===== config.mk =====
export PLATFORM = sky130hd
export DESIGN_NAME = ps2_scancode_key_tracker_top
export DESIGN_NICKNAME = d
export VERILOG_FILES = /design/src/design/ps2kt_pkg.sv /design/src/design/ps2_scancode_key_tracker_top.sv /design/src/design/ps2kt_front.sv /design/src/design/ps2kt_queue.sv /design/src/design/ps2kt_back.sv
export SDC_FILE = /design/constraint.sdc
export NUM_CORES = 1
export LEC_CHECK = 0
export BUFFER_PORTS_ARGS = -buffer_cell sky130_fd_sc_hd__buf_2
export CORE_MARGIN = 2
export CORE_UTILIZATION = 25
export CTS_CLUSTER_SIZE = 12
export DETAILED_ROUTE_END_ITERATION = 10
export PLACE_DENSITY_LB_ADDON = 0.15
export SLEW_MARGIN = 0
export SYNTH_ARGS = -nofsm -noshare
export SYNTH_HDL_FRONTEND = slang
export SYNTH_SLANG_ARGS = --single-unit
export TNS_END_PERCENT = 10

===== constraint.sdc =====
create_clock -name clock -period 4.85 [get_ports clock]
set_clock_uncertainty 0.1 [all_clocks]
set_input_delay 0.2425 -clock clock [delete_from_list [all_inputs] [get_ports clock]]
set_output_delay 0.2425 -clock clock [all_outputs]
set_load 0.05 [all_outputs]

===== src/design/ps2kt_pkg.sv =====
// shared types, codes and scan-code tables of the ps/2 key tracker
package ps2kt_pkg;

   localparam int SET_DEPTH_DEF = 16;
   localparam int QUEUE_DEPTH   = 2;

   localparam logic [7:0] SC_BREAK = 8'hf0;
   localparam logic [7:0] SC_EXT0  = 8'he0;
   localparam logic [7:0] SC_EXT1  = 8'he1;

   localparam logic [2:0] EV_NONE   = 3'd0;
   localparam logic [2:0] EV_MOD    = 3'd1;
   localparam logic [2:0] EV_ADD    = 3'd2;
   localparam logic [2:0] EV_REMOVE = 3'd3;
   localparam logic [2:0] EV_QUERY  = 3'd4;

   localparam logic [5:0] MOD_ALTL   = 6'h01;
   localparam logic [5:0] MOD_ALTR   = 6'h02;
   localparam logic [5:0] MOD_CTRLL  = 6'h04;
   localparam logic [5:0] MOD_CTRLR  = 6'h08;
   localparam logic [5:0] MOD_SHIFTL = 6'h10;
   localparam logic [5:0] MOD_SHIFTR = 6'h20;

   typedef enum logic [1:0] {
      OP_NONE  = 2'd0,
      OP_MAKE  = 2'd1,
      OP_BREAK = 2'd2,
      OP_QUERY = 2'd3
   } op_type;

   typedef struct packed {
      op_type     op;
      logic       right;
      logic [7:0] data;
   } cmd_type;

   typedef struct packed {
      logic       valid;
      logic [5:0] code;
   } xlat_type;

   function automatic logic [5:0] modifier_mask(input logic [7:0] sc, input logic right);
      logic [5:0] m;
      m = 6'h00;
      priority if (sc == 8'h11) m = right ? MOD_ALTR : MOD_ALTL;
      else if (sc == 8'h14) m = right ? MOD_CTRLR : MOD_CTRLL;
      else if (sc == 8'h12) m = MOD_SHIFTL;
      else if (sc == 8'h59) m = MOD_SHIFTR;
      else m = 6'h00;
      return m;
   endfunction

   function automatic xlat_type translate(input logic [7:0] sc, input logic [5:0] mods);
      logic sh;
      logic ar;
      xlat_type t;
      sh = |(mods & (MOD_SHIFTL | MOD_SHIFTR));
      ar = |(mods & MOD_ALTR);
      t.valid = 1'b1;
      unique case (sc)
         8'h5a: t.code = 6'd0;
         8'h1c: t.code = 6'd1;
         8'h32: t.code = 6'd2;
         8'h21: t.code = 6'd3;
         8'h23: t.code = 6'd4;
         8'h24: t.code = 6'd5;
         8'h2b: t.code = 6'd6;
         8'h34: t.code = 6'd7;
         8'h33: t.code = 6'd8;
         8'h43: t.code = 6'd9;
         8'h3b: t.code = 6'd10;
         8'h42: t.code = 6'd11;
         8'h4b: t.code = 6'd12;
         8'h3a: t.code = 6'd13;
         8'h31: t.code = 6'd14;
         8'h44: t.code = 6'd15;
         8'h4d: t.code = 6'd16;
         8'h15: t.code = 6'd17;
         8'h2d: t.code = 6'd18;
         8'h1b: t.code = 6'd19;
         8'h2c: t.code = 6'd20;
         8'h3c: t.code = 6'd21;
         8'h2a: t.code = 6'd22;
         8'h1d: t.code = 6'd23;
         8'h22: t.code = 6'd24;
         8'h35: t.code = 6'd25;
         8'h1a: t.code = 6'd26;
         8'h29: t.code = 6'd27;
         8'h3e: t.code = ar ? 6'd28 : (sh ? 6'd29 : 6'd30);
         8'h46: t.code = ar ? 6'd31 : (sh ? 6'd32 : 6'd33);
         8'h16: t.code = sh ? 6'd34 : 6'd35;
         8'h1e: t.code = sh ? 6'd36 : 6'd37;
         8'h5d: t.code = sh ? 6'd38 : 6'd39;
         8'h2e: t.code = sh ? 6'd42 : 6'd43;
         8'h36: t.code = sh ? 6'd44 : 6'd45;
         8'h5b: t.code = sh ? 6'd46 : 6'd47;
         8'h41: t.code = sh ? 6'd48 : 6'd49;
         8'h4a: t.code = 6'd50;
         8'h49: t.code = sh ? 6'd57 : 6'd51;
         8'h3d: t.code = sh ? 6'd52 : 6'd53;
         8'h45: t.code = sh ? 6'd54 : 6'd55;
         8'h26: t.code = 6'd56;
         8'h61: t.code = sh ? 6'd58 : 6'd59;
         8'h4e: t.code = 6'd60;
         default: begin
            t.valid = 1'b0;
            t.code  = 6'd0;
         end
      endcase
      return t;
   endfunction

endpackage


===== src/design/ps2_scancode_key_tracker_top.sv =====
// top level of the ps/2 set-2 scan-code key tracker
//
//   channel  direction  handshake             payload
//   req      in         req_valid/req_stall   req_kind, req_data
//   rsp      out        rsp_valid/rsp_stall   rsp_event_res, rsp_code, rsp_modifier_bits,
//                                             rsp_held_count, rsp_is_down
//
// a request, once accepted, waits in the queue while the back end loads it, then passes
// its lookup and apply steps, and the apply step registers its response; the back end
// sequencer takes no new request until the last one is applied, and its apply step waits
// while a stalled response is still held; while a response waits on rsp_stall the queue
// holds up to 2 further requests, then req_stall rises
// synchronous active-high reset clears prefix state, modifiers, set count and queue
module ps2_scancode_key_tracker_top #(
   parameter int SET_DEPTH = ps2kt_pkg::SET_DEPTH_DEF
) (
   input  logic       clock,
   input  logic       reset,
   input  logic       req_valid,
   output logic       req_stall,
   input  logic       req_kind,
   input  logic [7:0] req_data,
   output logic       rsp_valid,
   input  logic       rsp_stall,
   output logic [2:0] rsp_event_res,
   output logic [5:0] rsp_code,
   output logic [5:0] rsp_modifier_bits,
   output logic [4:0] rsp_held_count,
   output logic       rsp_is_down
);

   logic               push_valid;
   logic               push_ready;
   ps2kt_pkg::cmd_type push_cmd;
   logic               pop_valid;
   logic               pop_ready;
   ps2kt_pkg::cmd_type pop_cmd;

   assign req_stall = !push_ready;

   ps2kt_front u_front (
      .clock      (clock),
      .reset      (reset),
      .req_valid  (req_valid),
      .req_kind   (req_kind),
      .req_data   (req_data),
      .push_ready (push_ready),
      .push_valid (push_valid),
      .push_cmd   (push_cmd)
   );

   ps2kt_queue u_queue (
      .clock      (clock),
      .reset      (reset),
      .push_valid (push_valid),
      .push_cmd   (push_cmd),
      .push_ready (push_ready),
      .pop_valid  (pop_valid),
      .pop_cmd    (pop_cmd),
      .pop_ready  (pop_ready)
   );

   ps2kt_back #(
      .SET_DEPTH (SET_DEPTH)
   ) u_back (
      .clock             (clock),
      .reset             (reset),
      .pop_valid         (pop_valid),
      .pop_cmd           (pop_cmd),
      .pop_ready         (pop_ready),
      .rsp_valid         (rsp_valid),
      .rsp_stall         (rsp_stall),
      .rsp_event_res     (rsp_event_res),
      .rsp_code          (rsp_code),
      .rsp_modifier_bits (rsp_modifier_bits),
      .rsp_held_count    (rsp_held_count),
      .rsp_is_down       (rsp_is_down)
   );

endmodule


===== src/design/ps2kt_front.sv =====
// front end: prefix machine that turns bytes and queries into commands
module ps2kt_front (
   input  logic                clock,
   input  logic                reset,
   input  logic                req_valid,
   input  logic                req_kind,
   input  logic [7:0]          req_data,
   input  logic                push_ready,
   output logic                push_valid,
   output ps2kt_pkg::cmd_type  push_cmd
);

   typedef enum logic [5:0] {
      PS_ANY   = 6'b000001,
      PS_E0    = 6'b000010,
      PS_E1    = 6'b000100,
      PS_BRK   = 6'b001000,
      PS_BRKE0 = 6'b010000,
      PS_BRKE1 = 6'b100000
   } pstate_type;

   pstate_type pstate_ff, pstate_in;
   ps2kt_pkg::cmd_type cmd;

   assign push_valid = req_valid;
   assign push_cmd   = cmd;

   always_comb begin
      cmd.op    = ps2kt_pkg::OP_NONE;
      cmd.right = 1'b0;
      cmd.data  = req_data;
      pstate_in = PS_ANY;
      if (req_kind) begin
         cmd.op    = ps2kt_pkg::OP_QUERY;
         pstate_in = pstate_ff;
      end else begin
         unique case (pstate_ff)
            PS_E0: begin
               if (req_data == ps2kt_pkg::SC_BREAK) begin
                  pstate_in = PS_BRKE0;
               end else begin
                  cmd.op    = ps2kt_pkg::OP_MAKE;
                  cmd.right = 1'b1;
               end
            end
            PS_E1: begin
               if (req_data == ps2kt_pkg::SC_BREAK) begin
                  pstate_in = PS_BRKE1;
               end else begin
                  cmd.op = ps2kt_pkg::OP_MAKE;
               end
            end
            PS_BRK, PS_BRKE1: begin
               cmd.op = ps2kt_pkg::OP_BREAK;
            end
            PS_BRKE0: begin
               cmd.op    = ps2kt_pkg::OP_BREAK;
               cmd.right = 1'b1;
            end
            default: begin
               priority if (req_data == ps2kt_pkg::SC_BREAK) pstate_in = PS_BRK;
               else if (req_data == ps2kt_pkg::SC_EXT0) pstate_in = PS_E0;
               else if (req_data == ps2kt_pkg::SC_EXT1) pstate_in = PS_E1;
               else cmd.op = ps2kt_pkg::OP_MAKE;
            end
         endcase
      end
   end

   always_ff @(posedge clock) begin
      if (reset) begin
         pstate_ff <= PS_ANY;
      end else if (req_valid && push_ready) begin
         pstate_ff <= pstate_in;
      end
   end

endmodule


===== src/design/ps2kt_queue.sv =====
// small command queue between the front end and the back end
module ps2kt_queue (
   input  logic                clock,
   input  logic                reset,
   input  logic                push_valid,
   input  ps2kt_pkg::cmd_type  push_cmd,
   output logic                push_ready,
   output logic                pop_valid,
   output ps2kt_pkg::cmd_type  pop_cmd,
   input  logic                pop_ready
);

   localparam int PW = (ps2kt_pkg::QUEUE_DEPTH > 1) ? $clog2(ps2kt_pkg::QUEUE_DEPTH) : 1;
   localparam int CW = $clog2(ps2kt_pkg::QUEUE_DEPTH + 1);

   ps2kt_pkg::cmd_type entry_ff [ps2kt_pkg::QUEUE_DEPTH];
   logic [PW-1:0] wr_ptr_ff, wr_ptr_in;
   logic [PW-1:0] rd_ptr_ff, rd_ptr_in;
   logic [CW-1:0] fill_ff, fill_in;
   logic          do_push;
   logic          do_pop;

   assign push_ready = (fill_ff != CW'(ps2kt_pkg::QUEUE_DEPTH));
   assign pop_valid  = (fill_ff != '0);
   assign pop_cmd    = entry_ff[rd_ptr_ff];
   assign do_push    = push_valid && push_ready;
   assign do_pop     = pop_valid && pop_ready;

   always_comb begin
      wr_ptr_in = wr_ptr_ff;
      rd_ptr_in = rd_ptr_ff;
      if (do_push) begin
         wr_ptr_in = (wr_ptr_ff == PW'(ps2kt_pkg::QUEUE_DEPTH - 1)) ? '0 : wr_ptr_ff + 1'b1;
      end
      if (do_pop) begin
         rd_ptr_in = (rd_ptr_ff == PW'(ps2kt_pkg::QUEUE_DEPTH - 1)) ? '0 : rd_ptr_ff + 1'b1;
      end
      fill_in = fill_ff + CW'(do_push) - CW'(do_pop);
   end

   always_ff @(posedge clock) begin
      if (reset) begin
         wr_ptr_ff <= '0;
         rd_ptr_ff <= '0;
         fill_ff   <= '0;
      end else begin
         wr_ptr_ff <= wr_ptr_in;
         rd_ptr_ff <= rd_ptr_in;
         fill_ff   <= fill_in;
      end
   end

   always_ff @(posedge clock) begin
      if (do_push) begin
         entry_ff[wr_ptr_ff] <= push_cmd;
      end
   end

endmodule


===== src/design/ps2kt_back.sv =====
// back end: modifiers, translation, held-key set and response register
module ps2kt_back #(
   parameter int SET_DEPTH = ps2kt_pkg::SET_DEPTH_DEF
) (
   input  logic                clock,
   input  logic                reset,
   input  logic                pop_valid,
   input  ps2kt_pkg::cmd_type  pop_cmd,
   output logic                pop_ready,
   output logic                rsp_valid,
   input  logic                rsp_stall,
   output logic [2:0]          rsp_event_res,
   output logic [5:0]          rsp_code,
   output logic [5:0]          rsp_modifier_bits,
   output logic [4:0]          rsp_held_count,
   output logic                rsp_is_down
);

   localparam int CW = $clog2(SET_DEPTH + 1);

   typedef enum logic [2:0] {
      BS_IDLE  = 3'b001,
      BS_LOOK  = 3'b010,
      BS_APPLY = 3'b100
   } bstate_type;

   bstate_type          bstate_ff, bstate_in;
   ps2kt_pkg::cmd_type  cmd_ff, cmd_in;
   logic [5:0]          mods_ff, mods_in;
   logic [CW-1:0]       total_ff, total_in;
   logic [5:0]          held_ff [SET_DEPTH];
   logic [5:0]          key_ff, key_in;
   logic                key_ok_ff, key_ok_in;
   logic [5:0]          mask_ff, mask_in;
   logic [SET_DEPTH-1:0] match_ff, match_in;
   logic                rsp_valid_ff, rsp_valid_in;
   logic [2:0]          ev_ff, ev_in;
   logic [5:0]          code_ff, code_in;
   logic                down_ff, down_in;

   ps2kt_pkg::xlat_type xl;
   logic                 out_free;
   logic                 hit;
   logic                 add_en;
   logic                 rm_en;
   logic [SET_DEPTH-1:0] from_vec;
   logic                 acc;

   assign out_free  = !rsp_valid_ff || !rsp_stall;
   assign pop_ready = (bstate_ff == BS_IDLE);
   assign hit       = |match_ff;

   assign rsp_valid         = rsp_valid_ff;
   assign rsp_event_res     = ev_ff;
   assign rsp_code          = code_ff;
   assign rsp_modifier_bits = mods_ff;
   assign rsp_held_count    = 5'(total_ff);
   assign rsp_is_down       = down_ff;

   always_comb begin
      xl = ps2kt_pkg::translate(cmd_ff.data, mods_ff);
      mask_in = ps2kt_pkg::modifier_mask(cmd_ff.data, cmd_ff.right);
      if (cmd_ff.op == ps2kt_pkg::OP_QUERY) begin
         key_in    = cmd_ff.data[5:0];
         key_ok_in = (cmd_ff.data[7:6] == 2'b00);
      end else begin
         key_in    = xl.code;
         key_ok_in = xl.valid;
      end
      for (int i = 0; i < SET_DEPTH; i++) begin
         match_in[i] = (CW'(i) < total_ff) && (held_ff[i] == key_in);
      end
      acc = 1'b0;
      for (int i = 0; i < SET_DEPTH; i++) begin
         acc         = acc | match_ff[i];
         from_vec[i] = acc;
      end
   end

   always_comb begin
      bstate_in    = bstate_ff;
      cmd_in       = cmd_ff;
      mods_in      = mods_ff;
      total_in     = total_ff;
      rsp_valid_in = rsp_valid_ff && rsp_stall;
      ev_in        = ev_ff;
      code_in      = code_ff;
      down_in      = down_ff;
      add_en       = 1'b0;
      rm_en        = 1'b0;
      unique case (bstate_ff)
         BS_IDLE: begin
            if (pop_valid) begin
               cmd_in    = pop_cmd;
               bstate_in = BS_LOOK;
            end
         end
         BS_LOOK: begin
            bstate_in = BS_APPLY;
         end
         BS_APPLY: begin
            if (out_free) begin
               bstate_in    = BS_IDLE;
               rsp_valid_in = 1'b1;
               ev_in        = ps2kt_pkg::EV_NONE;
               code_in      = 6'd0;
               down_in      = 1'b0;
               unique case (cmd_ff.op)
                  ps2kt_pkg::OP_QUERY: begin
                     ev_in   = ps2kt_pkg::EV_QUERY;
                     down_in = key_ok_ff && hit;
                  end
                  ps2kt_pkg::OP_MAKE: begin
                     priority if (mask_ff != 6'd0) begin
                        mods_in = mods_ff | mask_ff;
                        ev_in   = (mods_in != mods_ff) ? ps2kt_pkg::EV_MOD : ps2kt_pkg::EV_NONE;
                     end else if (key_ok_ff && (total_ff < CW'(SET_DEPTH)) && !hit) begin
                        add_en   = 1'b1;
                        total_in = total_ff + 1'b1;
                        ev_in    = ps2kt_pkg::EV_ADD;
                        code_in  = key_ff;
                     end
                  end
                  ps2kt_pkg::OP_BREAK: begin
                     priority if (mask_ff != 6'd0) begin
                        mods_in = mods_ff & ~mask_ff;
                        ev_in   = (mods_in != mods_ff) ? ps2kt_pkg::EV_MOD : ps2kt_pkg::EV_NONE;
                     end else if (key_ok_ff && hit) begin
                        rm_en    = 1'b1;
                        total_in = total_ff - 1'b1;
                        ev_in    = ps2kt_pkg::EV_REMOVE;
                        code_in  = key_ff;
                     end
                  end
                  default: begin
                     ev_in = ps2kt_pkg::EV_NONE;
                  end
               endcase
            end
         end
         default: begin
            bstate_in = BS_IDLE;
         end
      endcase
   end

   always_ff @(posedge clock) begin
      if (reset) begin
         bstate_ff    <= BS_IDLE;
         mods_ff      <= 6'd0;
         total_ff     <= '0;
         rsp_valid_ff <= 1'b0;
      end else begin
         bstate_ff    <= bstate_in;
         mods_ff      <= mods_in;
         total_ff     <= total_in;
         rsp_valid_ff <= rsp_valid_in;
      end
   end

   always_ff @(posedge clock) begin
      cmd_ff    <= cmd_in;
      ev_ff     <= ev_in;
      code_ff   <= code_in;
      down_ff   <= down_in;
      if (bstate_ff == BS_LOOK) begin
         key_ff    <= key_in;
         key_ok_ff <= key_ok_in;
         mask_ff   <= mask_in;
         match_ff  <= match_in;
      end
      for (int i = 0; i < SET_DEPTH; i++) begin
         if (add_en && (total_ff == CW'(i))) begin
            held_ff[i] <= key_ff;
         end else if (rm_en && from_vec[i] && (i < SET_DEPTH - 1)) begin
            held_ff[i] <= held_ff[(i < SET_DEPTH - 1) ? i + 1 : i];
         end
      end
   end

endmodule


* After elaboration in Yosys (flattened, before gate mapping)
Memory sizes are Yosys's and may differ from the RTL's. A register that Yosys moved wholly into a read port is not among the register bits.
Index checks and enable logic that the tools add are counted.
** Storage, ports and cells
- Flip-flop bits (word level) :: 64
- Bits in latches :: 0
- Memory bits (writable) :: 118
- ROM bits :: 0
- Input bits :: 13
- Logic and storage cells :: 425
- Memories :: 2
** Memories
- u_back.held_ff :: depth 16, bits a word 6, rd ports 16, clocked after Yosys merged registers in 0, write ports 15, line ps2kt_back.sv:31 : logic [5:0] held_ff [SET_DEPTH];
- u_queue.entry_ff :: depth 2, bits a word 11, rd ports 1, clocked after Yosys merged registers in 1, write ports 1, line ps2kt_queue.sv:16 : ps2kt_pkg::cmd_type entry_ff [ps2kt_pkg::QUEUE_DEPTH];
** Cells by class
- Add/subtract/negate cells :: 6
- $mul :: 0
- Div/mod/pow operators :: 0
- $lt $le $gt $ge :: 17
- Equal/unequal tests :: 104
- Shift operators :: 0
- Multiplexer cells :: 174
- Bitwise operators :: 33
- Reduce and logical (&&, ||, !) cells :: 74
** Operators by type and width (count)
- 6-bit case mux with 43 select lines :: 1
- 6-bit 2-to-1 mux :: 32
- 8-bit by 6-bit equality test with 1-bit output, second input constant :: 22
- 8-bit by 7-bit equality test with 1-bit output, second input constant :: 16
- 1-bit 2-to-1 mux :: 113
- 6-bit equality test :: 16
- 8-bit by 5-bit equality test with 1-bit output, second input constant :: 10
- 1-bit logical AND :: 53
- 44-bit OR reduction :: 1
- 5-bit by 4-bit equality test with 1-bit output, second input constant :: 8
- 4-bit by 5-bit < comparator with 1-bit output, first input constant :: 8
- 1-bit OR :: 29
- 5-bit 2-to-1 mux :: 5
- 8-bit equality test, second input constant :: 3
- 6-bit case mux with 2 select lines :: 2
- 5-bit by 3-bit equality test with 1-bit output, second input constant :: 4
- 3-bit by 5-bit < comparator with 1-bit output, first input constant :: 4
- 3-bit case mux with 3 select lines :: 2
- 6-bit case mux with 3 select lines :: 1
- 16-bit OR reduction :: 1
- 3-bit 2-to-1 mux :: 5
- 2-bit 2-to-1 mux :: 7
- 4-bit 2-to-1 mux :: 3
- 2-bit by 1-bit inequality test with 1-bit output, second input constant :: 6
- 41 further kinds :: 56

* Longest topological paths before layout
Gate-level depths: netlist of run 1.
- Depth after elaboration :: 19
- Depth in mapped cells :: 13
- Gate-level depth less buffers :: 8

* Modules after synthesis
Synthesis of run 1 repeated with hierarchy kept, for this count alone.
** Unflattened totals
- Cell total of the unflattened synthesis :: 981
- Area, all modules :: 11313.4 µm²
** By module, submodules not included
- ps2kt_back :: instances 1, cells each 851, area an instance 9766.9 µm², seq. area each 4684.5 µm²
- ps2kt_queue :: instances 1, cells each 63, area an instance 1046.0 µm², seq. area each 760.7 µm²
- ps2kt_front :: instances 1, cells each 66, area an instance 496.7 µm², seq. area each 120.1 µm²
- ps2_scancode_key_tracker_top :: instances 1, cells each 1, area an instance 3.8 µm², seq. area each 0.0 µm²

* Worst setup path after synthesis of run 1
OpenSTA, ideal clock, no wires.
- Path kind :: register to register
- Start point :: reg u_back.match_ff[1]
- End point :: mem u_back.held_ff[13][0] (netlist: u_back.held_ff[1][30]), enable pin
- Arrival time :: 2.820 ns
- Setup slack :: 1.550 ns
- Cell stages (with the launch flop) :: 8
- Path buffers :: 0
- Period minus slack after synthesis :: 3.300 ns
- Cells stage by stage :: edfxtp_1 or4_4 nor4b_4 nand3_1 or3_1 nor2_1 nand3_1 o31ai_1
** RTL lines
- start: declaration :: line ps2kt_back.sv:35 : logic [SET_DEPTH-1:0] match_ff, match_in;
- start signal: assignment :: line ps2kt_back.sv:170 : match_ff <= match_in;
- end: declaration :: line ps2kt_back.sv:31

==> results of run 1 <==
logic make-up (layout without fill, tap and decap cells):
logic type | Yosys count | in the layout | synth area share [%]
DFF | 193 | 193 | 52.2
muxes | 106 | 106 | 11.2
AOI/OAI and AO/OA | 133 | 133 | 8.84
buffers and inverters | 86 | 125 | 4.05
xor gates and xnor gates | 103 | 103 | 8.48
and+or+nand+nor | 266 | 266 | 14.0
adders and majority gates | 11 | 11 | 1.29
per-layer routing:
metal	global-route usage [%]	wire length (um)
met4	5.45	711
met3	2.62	1180
met5	0	0
met2	22.7	14000
met1	18.4	14300
synthesized netlist by cell type, types with 4 or more instances:
cell type,count
a211oi_1,5
a21oi_1,30
a22oi_1,5
a311oi_1,7
a31oi_1,4
and2_1,11
buf_2,14
buf_4,9
buf_6,7
clkbuf_1,28
dfxtp_1,25
edfxtp_1,168
ha_1,11
inv_1,25
mux2_1,6
mux2_2,95
mux2i_1,5
nand2_1,29
nand2b_1,13
nand3_1,17
nand3b_1,5
nand4_1,9
nor2_1,68
nor2b_1,5
nor3_1,25
nor3b_1,7
nor4_1,28
o21ai_0,20
o21bai_1,8
o22ai_1,11
o32ai_1,5
or2_2,4
or3_1,13
or3b_2,4
or4_1,5
or4b_1,4
xnor2_1,43
xor2_1,60
cell type report:
cell class | count | area (sq um)
Clock inverter | 14 | 140
Multi-Input combinational cell | 619 | 4700
Timing Repair Buffer | 67 | 475
Clock buffer | 18 | 429
Inverter | 26 | 97.6
Fill cell | 4273 | 29900
Sequential cell | 193 | 5550
Tap cell | 539 | 674
registers in the layout, summed over array words and instances (netlist names), 2 cells and up, named ones only:
register	count
u_queue.fill_ff	2
u_back.rsp_event_res	3
u_front.pstate_ff	6
u_back.cmd_ff	11
u_back.match_ff	16
u_back.bstate_ff	3
u_back.rsp_held_count	5
u_back.key_ff	6
u_queue.entry_ff	22
u_back.held_ff	96
u_back.rsp_code	6
u_back.mask_ff	6
report_power, final:
| part | switching, mW | internal, mW |
|---|---|---|
| clock network | 0.646 | 0.757 |
| logic | 1.10 | 0.761 |
| registers | 0.174 | 1.95 |
| total | 1.92 | 3.47 |
timing repair:
item / CTS / global route
hold buffers: 9 / 0
setup buffers: 0 / 0
endpoints found under the setup margin: 0 / 0
hold endpoints to repair: 17 / 0
stage by stage:
step           total power [mW]  utilization, %  hold slack (ns)
2_1_floorplan              3.45               -            0.214
3_3_place_gp               4.05            27.2            0.352
3_5_place_dp               4.03            27.2            0.354
4_1_cts                    5.46            28.8           0.0259
5_1_grt                    5.68            28.8           0.0526
6_report                   5.39            28.8           0.0604
worst paths after layout:
| kind | from | end | slack [ns] | cells after the start |
|---|---|---|---|---|
| worst max-delay path | u_back.match_ff[0] | u_back.held_ff[1][9] | 0.90 | 7 |
| worst min-delay path | req_kind | u_queue.entry_ff[1][10] | 0.06 | 2 |
| worst min register to register | u_front.pstate_ff[5] | u_front.pstate_ff[5] | 0.42 | 2 |
| worst max register to register | u_back.match_ff[0] | u_back.held_ff[1][9] | 0.90 | 7 |
==> run summary, run 1 <==
Cell Pwr Density -> 446 nW/um^2
CP delay by family, top -> simple AND/OR/NAND/NOR gates
number of DRC markers in iteration 0 -> 468
GRT overflow -> 0
Max clock buf depth -> 2
status -> finished clean
worst path bufs/invs -> 0
ANT nets after route -> 0
Nets -> 948
area fraction of the dominant cell type after synthesis -> 47.4%
flops & latches, synth -> 193
Crit path top cell by count -> nand3_1
CP Capture Type -> register
Max Cap Violations -> 0
design area -> 12100 sq um
initial antenna violation count -> 0
Final Critical Period -> 3.95 ns
Ports -> 36
layout cells sized above 1 -> 22.1%
Core ar. -> 41900 sq um
RSZ-0062 raised after global routing -> false
Worst setup SP type -> register
TritonCTS Buffers -> 17
worst-skew pair later-pin latency -> 0.45 ns
LEAKAGE -> 4.00 nW
PostCTS Resize Cnt -> 0
CP arrival -> 3.93 ns
final worst setup slack -> 0.896 ns
GR Util All Layers -> 14.0%
Top FF cell, synth -> edfxtp_1
Syn-to-layout area delta -> 13.5%
die height -> 210 um
CP cell instances -> or4_4 -> nor4b_4 -> nand3_1 -> or3_1 -> nor2_1 -> nand3_1 -> o21ai_0
Reg clk slew, reported paths -> 0.07 ns
cell count after placement -> 1435
Final Wtd Congestion -> 0.869
Post-DP Area -> 11400 sq um
final hold vios -> 0
CP max FO -> 7
Final setup viols -> 0
Critical Path RT -> 4.82 ns
Rel. slew slack -> 30.4%
setup_tns -> 0 ns
main area contributors after synthesis -> edfxtp_1 47%, mux2_2 10%, xor2_1 4.9%, dfxtp_1 4.7%, xnor2_1 3.5%
Die W -> 210 um
number of port buffers -> 35
synthesized area -> 10600 sq um
post-synth top area cell -> edfxtp_1
Worst Tran Pin Value -> 1.04 ns
Initial Utilization -> 25.3%
Worst VDD drop -> 0.246 mV
most frequent cells in the layout -> 168 x edfxtp_1, 95 x mux2_2, 68 x nor2_1
Crit path largest cell delay -> 0.78 ns
Cells after Synth -> 898
DRC Markers -> 0
Syn Area/Cell -> 11.8 sq um
Setup WS pre-CTS -> 0.911 ns
vias in the first global route -> 7486
CP max-delay cell -> o21ai_0
n_diodes -> 0
DIE AREA -> 44200 sq um
DRT Pass-1 Iters -> 5
# rows -> 75
routed vias/inst -> 4.90
Pins Over Slew Limit -> 0
post-DP HPWL -> 20.9 mm
CTS sink count -> 193
synthesis warning total -> 0
most common cell after layout, fill and taps aside -> edfxtp_1
Post-synth EDFFs -> 168
Post-Route WL -> 30.2 mm
fraction of registers with async set/reset -> 0%
Fmax -> 253 MHz
clock tree root driver cell -> clkbuf_16
final period utilization -> 81.5%
number of H-tree levels -> 4
non-filler cells, final -> 1476
Synthesized Nets -> 922
largest net degree at the start of global routing -> 30
first-pass GRT wire length -> 46.4 mm
Hold WC Path Type -> in2reg
Seq/Total Area, Yosys -> 52.2%
vias -> 7236
drt wl/cell -> 20.4 um
CTS tree -> done
Setup CP Type -> reg2reg
library cells used by synthesis -> 81
No activity file was read; power rests on OpenSTA's default activity.
==> inputs of run 2 (changes only) <==
ABC_AREA = 1   (was not set)
clock period = 3.3 ns   (was 4.85 ns; I/O delays follow)
==> run 2 against run 1 <==
  * Synthesized area grew 3.7%
  * Register-to-register slack lost 0.58 ns
  * Maximum frequency grew 33%
  * Non-clock buffer count grew 32
  * Global-route usage grew 3.5 points
  * Final area grew 6.6%
  * Setup slack lost 0.58 ns
  * Worst hold slack gained 0.098 ns
  * First-iteration DRC count grew 51%
  * Largest cell class unchanged
==> run summary, run 2 <==
status -> finished clean
flops & latches, synth -> 193
max reg flops -> 96
Max Cap Violations -> 0
die height -> 214 um
Critical Path RT -> 3.38 ns
final worst setup slack -> 0.318 ns
Top FF cell, synth -> edfxtp_1
fraction of registers with async set/reset -> 0%
worst-skew pair later-pin latency -> 0.46 ns
area fraction of the dominant cell type after synthesis -> 45.8%
Worst setup SP type -> register
library cells used by synthesis -> 41
Fmax -> 335 MHz
CTS tree -> done
cell count after placement -> 2052
Cells after Synth -> 1424
clock tree root driver cell -> clkbuf_16
TritonCTS Buffers -> 17
Seq/Total Area, Yosys -> 50.3%
Pins Over Slew Limit -> 0
Syn-to-layout area delta -> 16.7%
number of DRC markers in iteration 0 -> 705
Setup CP Type -> reg2reg
CP arrival -> 3.06 ns
# rows -> 76
Post-DP Area -> 12100 sq um
Reg clk slew, reported paths -> 0.07 ns
CP max FO -> 8
vias in the first global route -> 9345
Largest Register -> u_back.held_ff
most common cell in the synthesized netlist -> nand2_1
Setup WS pre-CTS -> 0.0452 ns
design area -> 12900 sq um
DIE AREA -> 45800 sq um
RSZ-0062 raised after global routing -> false
Worst VDD drop -> 0.407 mV
Post-synth top cells -> 466 x nand2_1, 179 x nor2_1, 168 x edfxtp_1, 157 x inv_1, 93 x nand3_1
Final setup viols -> 0
CTS sink count -> 193
Max clock buf depth -> 2
post-layout util -> 29.7%
routed vias/inst -> 4.61
first-pass GRT wire length -> 59.1 mm
Post-synth EDFFs -> 168
DRT Pass-1 Iters -> 5
synthesized area -> 11000 sq um
Initial Utilization -> 25.5%
synthesis warning total -> 0
Rel. slew slack -> 42.9%
Worst Tran Pin Value -> 0.857 ns
Nets -> 1522
Core ar. -> 43300 sq um
main area contributors after synthesis -> edfxtp_1 46%, nand2_1 16%, nor2_1 6.1%, inv_1 5.3%, dfxtp_1 4.5%
post-synth top area cell -> edfxtp_1
final period utilization -> 90.4%
Syn Area/Cell -> 7.74 sq um
LEAKAGE -> 5.68 nW
number of port buffers -> 35
drt wl/cell -> 18.9 um
Post-Route WL -> 39.6 mm
setup_tns -> 0 ns
non-filler cells, final -> 2096
largest net degree at the start of global routing -> 30
Final Wtd Congestion -> 0.866
DRC Markers -> 0
largest registers -> u_back.held_ff: 96 flops, u_queue.entry_ff: 22 flops, u_back.match_ff: 16 flops
ANT nets after route -> 0
post-DP HPWL -> 28.4 mm
vias -> 9661
initial antenna violation count -> 0
final hold vios -> 0
Final Critical Period -> 2.98 ns
number of H-tree levels -> 4
Hold WC Path Type -> in2reg
most common cell after layout, fill and taps aside -> nand2_1
n_diodes -> 0
CP Capture Type -> register
GRT overflow -> 0
GR Util All Layers -> 17.5%
Die W -> 214 um
Cell Pwr Density -> 707 nW/um^2
Ports -> 36
Synthesized Nets -> 1448
layout cells sized above 1 -> 10.9%
most frequent cells in the layout -> 464 x nand2_1, 179 x nor2_1, 168 x edfxtp_1
Post CTS Setup Buffer Count -> 0
[run 2: changes by cell type in the layout (fill, tap and decap cells not counted), moves of 47 or more]
cell | previous run | this run
nand2_1 | 29 | 464
inv_1 | 25 | 157
nor2_1 | 68 | 179
mux2_2 | 95 | 0
nand3_1 | 17 | 93
o21ai_1 | 3 | 73
xor2_1 | 60 | 13
[run 2: worst paths after layout]
check	cells after the start	from	slack (ns)	to
max	14	u_back.match_ff[0]	0.32	u_back.held_ff[0][25]
min	5	req_valid	0.16	u_queue.wr_ptr_ff
max reg2reg	14	u_back.match_ff[0]	0.32	u_back.held_ff[0][25]
min reg2reg	1	u_queue.fill_ff[1]	0.39	u_queue.fill_ff[1]
[run 2: timing repair]
action,4_1_cts,5_1_grt
endpoints found under the hold margin,35,0
hold buffers,12,0
setup endpoints to repair,0,131
gates resized for setup,0,4
[run 2: power breakdown]
| group | internal, mW | leakage (nW) | switching [mW] |
|---|---|---|---|
| Clock | 1.31 | 0.299 | 0.981 |
| Sequential | 2.90 | 1.75 | 0.155 |
| Combinational | 1.03 | 3.63 | 2.72 |
| Total | 5.24 | 5.68 | 3.85 |
[run 2: cell families (layout without fill, tap and decap cells)]
kind of cell             after synthesis  after routing  share of synthesized area [%]
AND/OR/NAND/NOR                      802            802                           30.2
flip-flops                           193            193                           50.3
XOR/XNOR                              14             14                           1.11
AO/OA/AOI/OAI                        192            192                           9.16
adder cells (fa/ha/maj)               11             11                           1.25
buffers and inverters                212            299                           8.01
[run 2: cell type report]
class                           instances  area [sq um]
Fill cell                            4589         30400
Multi-Input combinational cell       1019          4610
Clock inverter                         12           181
Clock buffer                           20           457
Inverter                              168           631
Tap cell                              585           732
Timing Repair Buffer                   99           711
Sequential cell                       193          5550
[run 2: through the flow]
stage / power, mW / hold WS (ns)
detailed placement: 6.84 / 0.272
CTS: 9.16 / 0.152
global route: 9.60 / 0.268
floorplan: 5.24 / 0.143
global placement: 6.83 / 0.268
finish: 9.10 / 0.158
[run 2: per-layer routing]
metal | vias up | wire length, um | share of wire, % | track usage (%)
met5 | - | 0 | 0 | 0
met4 | 0 | 964 | 2.4 | 5.52
met3 | 42 | 1900 | 4.8 | 3.31
met2 | 233 | 19200 | 49 | 29.9
met1 | 4602 | 17500 | 44 | 22.3
li1 | 4784 | - | - | -
[run 2: critical path, cell delays in order (launching register included)]
cell and delay, ns:
edfxtp_1 0.44, nor2_1 0.15, nand2_1 0.10, nor2_1 0.09, nand2_1 0.12, nor2_1 0.11
nand2_1 0.11, nor2_4 0.19, nand4_1 0.17, nor2_1 0.21, inv_2 0.08, nor2_4 0.22
nand2_2 0.19, o21ai_0 0.20, buf_4 0.18
